===== src/fnv_bkt_pkg.sv =====
package fnv_bkt_pkg;

  // Field widths of the channels
  localparam int unsigned HASH_BITS  = 64;
  localparam int unsigned COUNT_BITS = 17;
  localparam int unsigned INDEX_BITS = 16;

  // FNV-1a 64-bit constants; the prime is 2^40 + 435
  localparam logic [HASH_BITS-1:0] FNV_BASIS  = 64'd14695981039346656037;
  localparam int unsigned          MULT_SHIFT = 40;
  localparam logic [8:0]           MULT_LO    = 9'd435;

  // Largest usable bucket count, 2^INDEX_BITS
  localparam logic [COUNT_BITS-1:0] COUNT_LIMIT = COUNT_BITS'(1) << INDEX_BITS;

  // Remainder unit: dividend bits retired per cycle and division cycles per key
  localparam int unsigned DIV_STEPS  = 4;
  localparam int unsigned DIV_CYCLES = HASH_BITS / DIV_STEPS;
  localparam int unsigned DIV_CW     = $clog2(DIV_CYCLES);

  typedef struct packed {
    logic [7:0] data_byte;
    logic       has_byte;
    logic       last;
  } in_item_t;

  typedef struct packed {
    logic [HASH_BITS-1:0]  hash_value;
    logic [INDEX_BITS-1:0] bucket_index;
    logic                  bad_count;
  } out_item_t;

  // One finished key handed from the hash front to the remainder back
  typedef struct packed {
    logic [HASH_BITS-1:0]  hash;
    logic [COUNT_BITS-1:0] count;
  } key_entry_t;

  typedef struct packed {
    logic full;
    logic empty;
  } q_status_t;

  // h * prime mod 2^64 as a shift plus a narrow constant product
  function automatic logic [HASH_BITS-1:0] fnv_mul(input logic [HASH_BITS-1:0] h);
    logic [HASH_BITS-1:0] lo;
    lo = HASH_BITS'(h * MULT_LO);
    return (h << MULT_SHIFT) + lo;
  endfunction

endpackage


===== src/fnv1a64_bucket_index.sv =====
// FNV-1a 64-bit hasher with bucket index. Key bytes enter one per cycle on
// the in_ channel unless the queue is full (has_byte=0 items are fillers
// or an empty final item); the item marked last closes the key and yields
// one out_ beat carrying the 64-bit hash, hash mod bucket_count, and
// bad_count when the count is zero. Counts above 65536 act as 65536. The
// byte path (XOR, then multiply by the prime as a 40-bit shift plus a 9-bit
// constant product) is combinational into the hash register. Finished keys
// wait in a QUEUE_DEPTH-entry queue for the remainder unit, which loads a
// key, retires four hash bits per cycle (skipped with a zero count) and
// holds the result beat until accepted. Long keys stream at one byte per
// cycle; short keys are paced by the remainder unit once the queue fills.
// bucket_count is written on the cfg_ channel, always ready, reset value 16.
module fnv1a64_bucket_index #(
  parameter int unsigned QUEUE_DEPTH = 2
) (
  input  logic                               clk,
  input  logic                               rst_n,
  input  logic                               in_valid,
  output logic                               in_stall,
  input  fnv_bkt_pkg::in_item_t              in_data,
  output logic                               out_valid,
  input  logic                               out_stall,
  output fnv_bkt_pkg::out_item_t             out_data,
  input  logic                               cfg_valid,
  output logic                               cfg_ready,
  input  logic [fnv_bkt_pkg::COUNT_BITS-1:0] cfg_data
);
  import fnv_bkt_pkg::*;

  q_status_t  q_status;
  logic       q_push;
  logic       q_pop;
  key_entry_t q_wdata;
  key_entry_t q_rdata;

  // Register writes are always accepted; the bucket count is registered
  assign cfg_ready = 1'b1;

  fnv_bkt_front u_front (
    .clk       (clk),
    .rst_n     (rst_n),
    .in_valid  (in_valid),
    .in_stall  (in_stall),
    .in_data   (in_data),
    .cfg_valid (cfg_valid && cfg_ready),
    .cfg_data  (cfg_data),
    .q_status  (q_status),
    .q_push    (q_push),
    .q_wdata   (q_wdata)
  );

  fnv_bkt_queue #(
    .DEPTH (QUEUE_DEPTH)
  ) u_queue (
    .clk    (clk),
    .rst_n  (rst_n),
    .push   (q_push),
    .wdata  (q_wdata),
    .pop    (q_pop),
    .rdata  (q_rdata),
    .status (q_status)
  );

  fnv_bkt_back u_back (
    .clk       (clk),
    .rst_n     (rst_n),
    .q_status  (q_status),
    .q_rdata   (q_rdata),
    .q_pop     (q_pop),
    .out_valid (out_valid),
    .out_stall (out_stall),
    .out_data  (out_data)
  );

endmodule


===== src/fnv_bkt_front.sv =====
module fnv_bkt_front (
  input  logic                          clk,
  input  logic                          rst_n,
  input  logic                          in_valid,
  output logic                          in_stall,
  input  fnv_bkt_pkg::in_item_t         in_data,
  input  logic                          cfg_valid,
  input  logic [fnv_bkt_pkg::COUNT_BITS-1:0] cfg_data,
  input  fnv_bkt_pkg::q_status_t        q_status,
  output logic                          q_push,
  output fnv_bkt_pkg::key_entry_t       q_wdata
);
  import fnv_bkt_pkg::*;

  logic [HASH_BITS-1:0]  hash_r;
  logic [HASH_BITS-1:0]  hash_nxt;
  logic [HASH_BITS-1:0]  hash_upd;
  logic [COUNT_BITS-1:0] count_r;
  logic                  accept;

  // Stall every beat while the queue is full
  assign in_stall = q_status.full;
  assign accept   = in_valid && !in_stall;

  // Fold in the byte when it belongs to the key
  assign hash_upd = in_data.has_byte ? fnv_mul(hash_r ^ HASH_BITS'(in_data.data_byte))
                                     : hash_r;

  // Push the finished key with its clamped bucket count
  assign q_push        = accept && in_data.last;
  assign q_wdata.hash  = hash_upd;
  assign q_wdata.count = (count_r > COUNT_LIMIT) ? COUNT_LIMIT : count_r;

  // Re-arm to the basis after the last beat of a key
  always_comb begin
    hash_nxt = hash_r;
    if (accept) begin
      hash_nxt = in_data.last ? FNV_BASIS : hash_upd;
    end
  end

  always_ff @(posedge clk) begin
    if (!rst_n) begin
      hash_r  <= FNV_BASIS;
      count_r <= COUNT_BITS'(16);
    end else begin
      hash_r <= hash_nxt;
      if (cfg_valid) begin
        count_r <= cfg_data;
      end
    end
  end

endmodule


===== src/fnv_bkt_queue.sv =====
module fnv_bkt_queue #(
  parameter int unsigned DEPTH = 2
) (
  input  logic                    clk,
  input  logic                    rst_n,
  input  logic                    push,
  input  fnv_bkt_pkg::key_entry_t wdata,
  input  logic                    pop,
  output fnv_bkt_pkg::key_entry_t rdata,
  output fnv_bkt_pkg::q_status_t  status
);
  import fnv_bkt_pkg::*;

  localparam int unsigned AW = $clog2(DEPTH);
  localparam int unsigned CW = $clog2(DEPTH + 1);

  key_entry_t      mem_r [DEPTH];
  logic [AW-1:0]   wr_ptr_r;
  logic [AW-1:0]   rd_ptr_r;
  logic [CW-1:0]   fill_r;

  assign status.full  = (fill_r == CW'(DEPTH));
  assign status.empty = (fill_r == '0);
  assign rdata        = mem_r[rd_ptr_r];

  // Store the entry at the write pointer
  always_ff @(posedge clk) begin
    if (push) begin
      mem_r[wr_ptr_r] <= wdata;
    end
  end

  // Advance pointers and track the fill level
  always_ff @(posedge clk) begin
    if (!rst_n) begin
      wr_ptr_r <= '0;
      rd_ptr_r <= '0;
      fill_r   <= '0;
    end else begin
      if (push) begin
        wr_ptr_r <= (wr_ptr_r == AW'(DEPTH - 1)) ? '0 : wr_ptr_r + AW'(1);
      end
      if (pop) begin
        rd_ptr_r <= (rd_ptr_r == AW'(DEPTH - 1)) ? '0 : rd_ptr_r + AW'(1);
      end
      if (push && !pop) begin
        fill_r <= fill_r + CW'(1);
      end else if (pop && !push) begin
        fill_r <= fill_r - CW'(1);
      end
    end
  end

endmodule


===== src/fnv_bkt_back.sv =====
module fnv_bkt_back (
  input  logic                    clk,
  input  logic                    rst_n,
  input  fnv_bkt_pkg::q_status_t  q_status,
  input  fnv_bkt_pkg::key_entry_t q_rdata,
  output logic                    q_pop,
  output logic                    out_valid,
  input  logic                    out_stall,
  output fnv_bkt_pkg::out_item_t  out_data
);
  import fnv_bkt_pkg::*;

  typedef enum logic [1:0] {
    S_IDLE,
    S_DIV,
    S_DONE
  } state_t;

  state_t                 state_r;
  logic [HASH_BITS-1:0]   dividend_r;
  logic [COUNT_BITS-1:0]  divisor_r;
  logic [COUNT_BITS-1:0]  rem_r;
  logic [DIV_CW-1:0]      step_r;
  out_item_t              out_r;
  logic [HASH_BITS-1:0]   dividend_nxt;
  logic [COUNT_BITS-1:0]  rem_nxt;

  assign q_pop     = (state_r == S_IDLE) && !q_status.empty;
  assign out_valid = (state_r == S_DONE);
  assign out_data  = out_r;

  // Retire DIV_STEPS dividend bits by restoring shift-subtract
  always_comb begin
    logic [COUNT_BITS:0] trial;
    dividend_nxt = dividend_r;
    rem_nxt      = rem_r;
    for (int i = 0; i < DIV_STEPS; i++) begin
      trial        = {rem_nxt, dividend_nxt[HASH_BITS-1]};
      dividend_nxt = dividend_nxt << 1;
      if (trial >= {1'b0, divisor_r}) begin
        trial = trial - {1'b0, divisor_r};
      end
      rem_nxt = trial[COUNT_BITS-1:0];
    end
  end

  // Sequence: load a key, iterate the remainder, hold the result beat
  always_ff @(posedge clk) begin
    if (!rst_n) begin
      state_r <= S_IDLE;
    end else begin
      unique case (state_r)
        S_IDLE: begin
          if (!q_status.empty) begin
            dividend_r       <= q_rdata.hash;
            divisor_r        <= q_rdata.count;
            rem_r            <= '0;
            step_r           <= '0;
            out_r.hash_value <= q_rdata.hash;
            if (q_rdata.count == '0) begin
              out_r.bucket_index <= '0;
              out_r.bad_count    <= 1'b1;
              state_r            <= S_DONE;
            end else begin
              state_r <= S_DIV;
            end
          end
        end
        S_DIV: begin
          dividend_r <= dividend_nxt;
          rem_r      <= rem_nxt;
          step_r     <= step_r + DIV_CW'(1);
          if (step_r == DIV_CW'(DIV_CYCLES - 1)) begin
            out_r.bucket_index <= rem_nxt[INDEX_BITS-1:0];
            out_r.bad_count    <= 1'b0;
            state_r            <= S_DONE;
          end
        end
        S_DONE: begin
          if (!out_stall) begin
            state_r <= S_IDLE;
          end
        end
        default: state_r <= S_IDLE;
      endcase
    end
  end

endmodule


===== config.mk =====
export PLATFORM = sky130hd
export DESIGN_NAME = fnv1a64_bucket_index
export DESIGN_NICKNAME = d
export VERILOG_FILES = /design/src/fnv_bkt_pkg.sv /design/src/fnv1a64_bucket_index.sv /design/src/fnv_bkt_front.sv /design/src/fnv_bkt_queue.sv /design/src/fnv_bkt_back.sv
export SDC_FILE = /design/constraint.sdc
export NUM_CORES = 2
export LEC_CHECK = 0
export ABC_AREA = 1
export BUFFER_PORTS_ARGS = -buffer_cell sky130_fd_sc_hd__buf_2
export CAP_MARGIN = 5
export CORE_AREA = 4 4 243 245
export DETAILED_ROUTE_END_ITERATION = 10
export DIE_AREA = 0 0 247 249
export PLACE_DENSITY = 0.78
export SKIP_LAST_GASP = 1
export SLEW_MARGIN = 20
export SYNTH_ARGS = -nofsm -noshare
export SYNTH_HDL_FRONTEND = slang
export SYNTH_SLANG_ARGS = --single-unit

===== constraint.sdc =====
create_clock -name clk -period 6.7 [get_ports clk]
set_input_delay 0.67 -clock clk [delete_from_list [all_inputs] [get_ports clk]]
set_output_delay 0.67 -clock clk [all_outputs]
set_load 0.005 [all_outputs]

# Yosys cells after proc, flatten, opt, wreduce, memory -nomap -nowiden
# Memory sizes are Yosys's and may differ from the RTL's. A register that Yosys moved wholly into a read port is not among the register bits.
# Cells that the tools add are included.
# totals
memories	1
reg_bits	270
ramBits	162
# mem_list
name	depth	width	read_ports	rd_clocked_by_memory_dff	write_ports	line	rtl
u_queue.mem_r	2	81	1	1	1	fnv_bkt_queue.sv:17	key_entry_t mem_r [DEPTH];
# op_classes
eq_ne	8
mux	30
add_sub_neg	10
n_reduce_logical	18
magnitude_cmp	5
n_mul	1
bitwise	2
# op_table
op	count
$mux W64	3
$mux W17	9
$pmux W64 S2	1
$ge A18 B17 Y1	4
$pmux W17 S2	2
$sub A17 B17 Y17	4
$add A64 B64 Y64	1
$mul A64 B9 Y64 const B	1
$xor A64 B8 Y64	1
$gt A17 B17 Y1 const B	1
$logic_not A17 Y1	1
$mux W2	6
$reduce_and A3 Y1	3
$pmux W4 S2	1
$mux W1	6
$ne A2 B2 Y1 const B	3
$pmux W2 S3	1
$logic_and A1 B1 Y1	5
$reduce_and A5 Y1	1
$add A4 B1 Y4 const B	1
$eq A2 B2 Y1 const B	2
$eq A4 B4 Y1 const B	1
$logic_not A1 Y1	4
$logic_not A2 Y1	2
other kinds (8)	10

# Longest topological paths before layout
# logic_depth
depth_word	10
ltp_mapped	61
ltp_nobuf	57

# By module
# From an unflattened synthesis, not the netlist that was laid out.
# unflattened
cells_unflattened	4121
area_unflattened_um2	35283.8
# modules_own_cells
mod	cells_per_inst	area_each_um2	seq_area_each_um2	n_inst
fnv_bkt_front	2576	17744.5	1621.6	1
fnv_bkt_back	1256	11051.8	5535.3	1
fnv_bkt_queue	287	6476.2	4964.8	1
fnv1a64_bucket_index	2	11.3	0.0	1

# Worst setup path after synthesis
# Ideal clock, no wire load.
# synth_timing
path_type	register to register
start	register u_back.divisor_r[1]
end	register u_back.out_r (netlist bit u_back.out_data[3]), data pin
n_path_buf	4
arrival_ns	6.774
setup_ns	0.270
stages_incl_launch_ff	56
synth_period_minus_slack_ns	7.044
setup_slack_ns	-0.344
t_required_ns	6.430
path_cell_list	edfxtp_1 inv_1 ha_1 nand2_1 nor2_1 nand2_1 nor2_1 nand2_1 nand4_4 buf_2 o21ai_0 inv_1 ha_1 nand3_1 nand3_1 nand2_1 nand2_1 nand2_1 [... 20 more ...] buf_2 nand3_1 nand2_1 inv_1 ha_1 nand3_1 nand2_1 nand2_1 nand2_1 a21oi_1 o21ai_1 nand2_1 nand3_1 a21oi_1 clkbuf_1 nand3_1 nand2_1 nor2_1
# synth_between
elab_chain_cells	10
# synth_rtl
item	line	rtl
from (decl)	fnv_bkt_back.sv:21	logic [COUNT_BITS-1:0] divisor_r;
from (signal assigned)	fnv_bkt_back.sv:56	divisor_r <= q_rdata.count;
$sub A17 B17 Y17 / $ge A18 B17 Y1 (equally long branches)	fnv_bkt_back.sv:41, fnv_bkt_back.sv:40	
$mux W17	fnv_bkt_back.sv:40	if (trial >= {1'b0, divisor_r}) begin
$sub A17 B17 Y17 / $ge A18 B17 Y1 (equally long branches)	fnv_bkt_back.sv:41, fnv_bkt_back.sv:40	
$mux W17	fnv_bkt_back.sv:40	
$ge A18 B17 Y1 / $sub A17 B17 Y17 (equally long branches)	fnv_bkt_back.sv:40, fnv_bkt_back.sv:41	
$mux W17	fnv_bkt_back.sv:40	
$sub A17 B17 Y17 / $ge A18 B17 Y1 (equally long branches)	fnv_bkt_back.sv:41, fnv_bkt_back.sv:40	
$mux W17 (*)	fnv_bkt_back.sv:40	
$mux W17 (*)	fnv_bkt_back.sv:73	if (step_r == DIV_CW'(DIV_CYCLES - 1)) begin
$pmux W17 S2 (*)	fnv_bkt_back.sv:52	unique case (state_r)
to (decl)	fnv_bkt_back.sv:24	out_item_t out_r;
# Mark *: on every way between the ends. The rest lies on a longest branch, timed or not. The select of a mux whose other input is x is not followed.
# A chain may end at the register's enable or synchronous reset.

# Worst setup path in the final report
# layout_timing
start	register u_back.divisor_r[6]
end	register u_back.rem_r[10], data pin
# layout_between
elab_chain_cells	9
# layout_rtl
item	line	rtl
$sub A17 B17 Y17 / $ge A18 B17 Y1 (equally long branches)	fnv_bkt_back.sv:41, fnv_bkt_back.sv:40	
$mux W17	fnv_bkt_back.sv:40	
$sub A17 B17 Y17 / $ge A18 B17 Y1 (equally long branches)	fnv_bkt_back.sv:41, fnv_bkt_back.sv:40	
$mux W17	fnv_bkt_back.sv:40	
$sub A17 B17 Y17 / $ge A18 B17 Y1 (equally long branches)	fnv_bkt_back.sv:41, fnv_bkt_back.sv:40	
$mux W17	fnv_bkt_back.sv:40	
$sub A17 B17 Y17 / $ge A18 B17 Y1 (equally long branches)	fnv_bkt_back.sv:41, fnv_bkt_back.sv:40	
$mux W17 (*)	fnv_bkt_back.sv:40	
$pmux W17 S2 (*)	fnv_bkt_back.sv:52	
to (signal assigned)	fnv_bkt_back.sv:71	rem_r <= rem_nxt;
to (decl)	fnv_bkt_back.sv:22	logic [COUNT_BITS-1:0] rem_r;
# Mark *: on every way between the ends. The rest lies on a longest branch, timed or not.

==> summary.md <==
| Metric | Value |
|---|---|
| # diodes | 0 |
| Final GP Congestion | 1.045 |
| Area Growth Syn to Fin | 24.18% |
| Clock Tree Buf Depth | 3 |
| # port buffers | 114 |
| Final setup margin | -651.6 ps |
| Hold slack | about 310 ps |
| I/O Pins | ~120 |
| Die ar. | 61500 sq um |
| Outcome | complete, but fails checks |
| Vias in the first global route | approximately 29k |
| FF+latch count, synth | 433 |
| CP endpoint kind | flip-flop |
| Syn Nets | about 4.3k |
| Crit-path most repeated cell | nand2_1 |
| Final number of max-transition violations | 0 |
| Vias per cell | ~5.7 |
| GRT overflow | 0 |
| First-pass GRT wire length | approximately 160000 microns |
| Post-route ant nets | 0 |
| Tcrit/Tclk final | 1.097 |
| Hold Crit Class | in2reg |
| TritonCTS Buffers | 45 |
| Critical path class | reg2reg |
| 1st-iter DRT viols | ~2.6k |
| Layout Skew | about 37 ps |
| Wire length per cell | 21.20 microns |
| Worst-Skew Late Latency | roughly 620 ps |
| CP max stage cell | edfxtp_1 |
| # rows | 88 |
| Actual slew at the worst max-slew pin | ~950 ps |
| Mapped Cells | around 3.7k |
| Crit-path max cell delay | ~400 ps |
| Share of cells above drive strength 1 | 0.2277 |
| Initial Util | 0.5732 |
| Sequential area share after synthesis | 0.3701 |
| HPWL after detailed placement | 79820 microns |
| Synth async-reset ratio | 0 |
| Crit path required time | slightly above 7000 ps |
| Slew headroom | 0.3652 |
| Remaining DRCs | 0 |
| Largest net degree at the start of global routing | 77 |
| Width of the die | ~250 microns |
| F_max | between 100 and 150 MHz |
| Most common cell after layout, fill and taps aside | nand2_1 |
| Die height | 249 microns |
| Post-Syn Area | 32760 sq um |
| Number of flops mapped to enable cells by yosys | 345 |
| Most used DFF post-synth | edfxtp_1 |
| Yosys Warn Count | 0 |
| Total Routing Usage GR | 0.3369 |
| WL final | about 110000 microns |
| CTS sink count | 433 |
| TritonCTS clock tree | built |
| Via count | 29.13k |
| Final worst path period need | approximately 7400 ps |
| # nets final | 4796 |
| Syn avg cell area | roughly 8.7 sq um |
| Most frequent cells in the layout | nand2_1, inv_1, buf_4 |
| Fillers | between 4k and 5k |
| Critical path peak fanout | 6 |
| Final Hold Fails | 0 |
| Critical Path Start Type | flip-flop |
| Core area | ~57000 sq um |
| Pre-CTS setup slack | -826.8 ps |
| RSZ-0062 raised after global routing | yes |
| First drt pass iteration count | 8 |
| Antenna violations before repair | 2 |
| Root buf cell | clkbuf_16 |
| Number of H-tree levels | 2 |
| Failing checks | setup timing |
| Final setup fails | 33 |
| Max_cap viols | 0 |
| Hold-fix buffers at CTS | 0 |
| Arrival time worst endpoint | 7790 ps |
| Post-synthesis cell type count | 54 |
| Clock-pin transition on the worst setup and hold timing paths | 70 ps |
metrics by stage:
step                        util  TNS (ps)  area, sq um  instances
after floorplan                -         0        32820       3746
after global placement    0.6375    -22710        36430       4860
after detailed placement  0.6376    -26130        36440       4860
after CTS                 0.6892     -4817        39390       5033
after global routing      0.7118    -27560        40680       5074
final                     0.7118    -19850        40680       5074
synthesized netlist by cell type (all sizes together) (66+ instances only):
cell type / instances / area share
a21oi: 226 / 0.035
a31oi: 73 / 0.014
clkbuf: 66 / 0.0076
dfxtp: 88 / 0.054
edfxtp: 345 / 0.32
fa: 252 / 0.15
ha: 238 / 0.091
inv: 673 / 0.077
nand2: 892 / 0.10
nand3: 152 / 0.025
nor2: 295 / 0.034
o21ai: 158 / 0.024
cell type report:
class | count | area [sq um] | area share
inverter | 675 | 2556 | 0.06284
timing repair inverter | 1 | 11.26 | 0.0002768
clock buffer | 56 | 1220 | 0.02999
multi-input combinational | 2559 | 19490 | 0.4791
clock inverter | 26 | 295.3 | 0.007260
sequential | 433 | 12120 | 0.2980
tap | 765 | 957.2 | 0.02353
timing repair buffer | 559 | 4026 | 0.09899
sequential cells by signal, indices dropped and copies added, names as in the netlist, named ones only:
register and flops:
u_back.dividend_r 64, u_queue.rd_ptr_r 1, u_front.hash_r 64, u_back.rem_r 17, u_back.step_r 4, u_back.out_data 81
u_queue.fill_r 2, u_front.count_r 17, u_queue.mem_r 162, u_back.state_r 2, u_queue.wr_ptr_r 1, u_back.divisor_r 17
path summary, 6_finish.rpt:
kind	startpoint	endpoint	slack, ps	depth (start not counted)
setup / recovery	u_back.divisor_r[6]$_DFFE_PP_	u_back.rem_r[10]$_SDFFCE_PN0P_	-650	52
hold / removal	cfg_data[4]	u_front.count_r[4]$_SDFFE_PN1P_	310	3
setup reg to reg	u_back.divisor_r[6]$_DFFE_PP_	u_back.rem_r[10]$_SDFFCE_PN0P_	-650	52
hold reg to reg	u_queue.rd_ptr_r$_SDFFE_PN0P_	flip-flop	450	1
routing by layer:
| layer | vias up | routed length (microns) | global-route usage |
|---|---|---|---|
| li1 | 13161 | - | - |
| met1 | 13905 | 40300 | 0.4417 |
| met2 | 1615 | 49800 | 0.5439 |
| met3 | 447 | 9978 | 0.05587 |
| met4 | 0 | 7470 | 0.1681 |
| met5 | - | 0 | 0 |
critical path: cells and delay by family, from the launching register on:
kind / cells / cell delay (ps)
adder cells (fa/ha/maj): 4 / 900
buffers and inverters: 8 / 840
AO/OA/AOI/OAI: 11 / 2050
flip-flops: 1 / 400
AND/OR/NAND/NOR: 29 / 2960
what timing repair did:
| action | CTS | global route |
|---|---|---|
| resized for setup | 165 | 221 |
| pin swaps | 58 | 106 |
| gates cloned | 8 | 0 |
| endpoints found under the setup margin | 33 | 33 |
| setup buffers | 83 | 42 |
cells by family after synthesis:
logic type               count (synthesis)  share of synthesized area
AND/OR/NAND/NOR                       1429                     0.1788
buffers and inverters                  759                    0.08812
adder cells (fa/ha/maj)                490                     0.2449
flip-flops                             433                     0.3701
AO/OA/AOI/OAI                          529                    0.08976
multiplexers                             4                   0.001222
other                                    1                  0.0001145
XOR/XNOR                               101                    0.02701
Power is not shown: default switching activity piles up to over one toggle a cycle in this logic, so the estimate is an artifact.
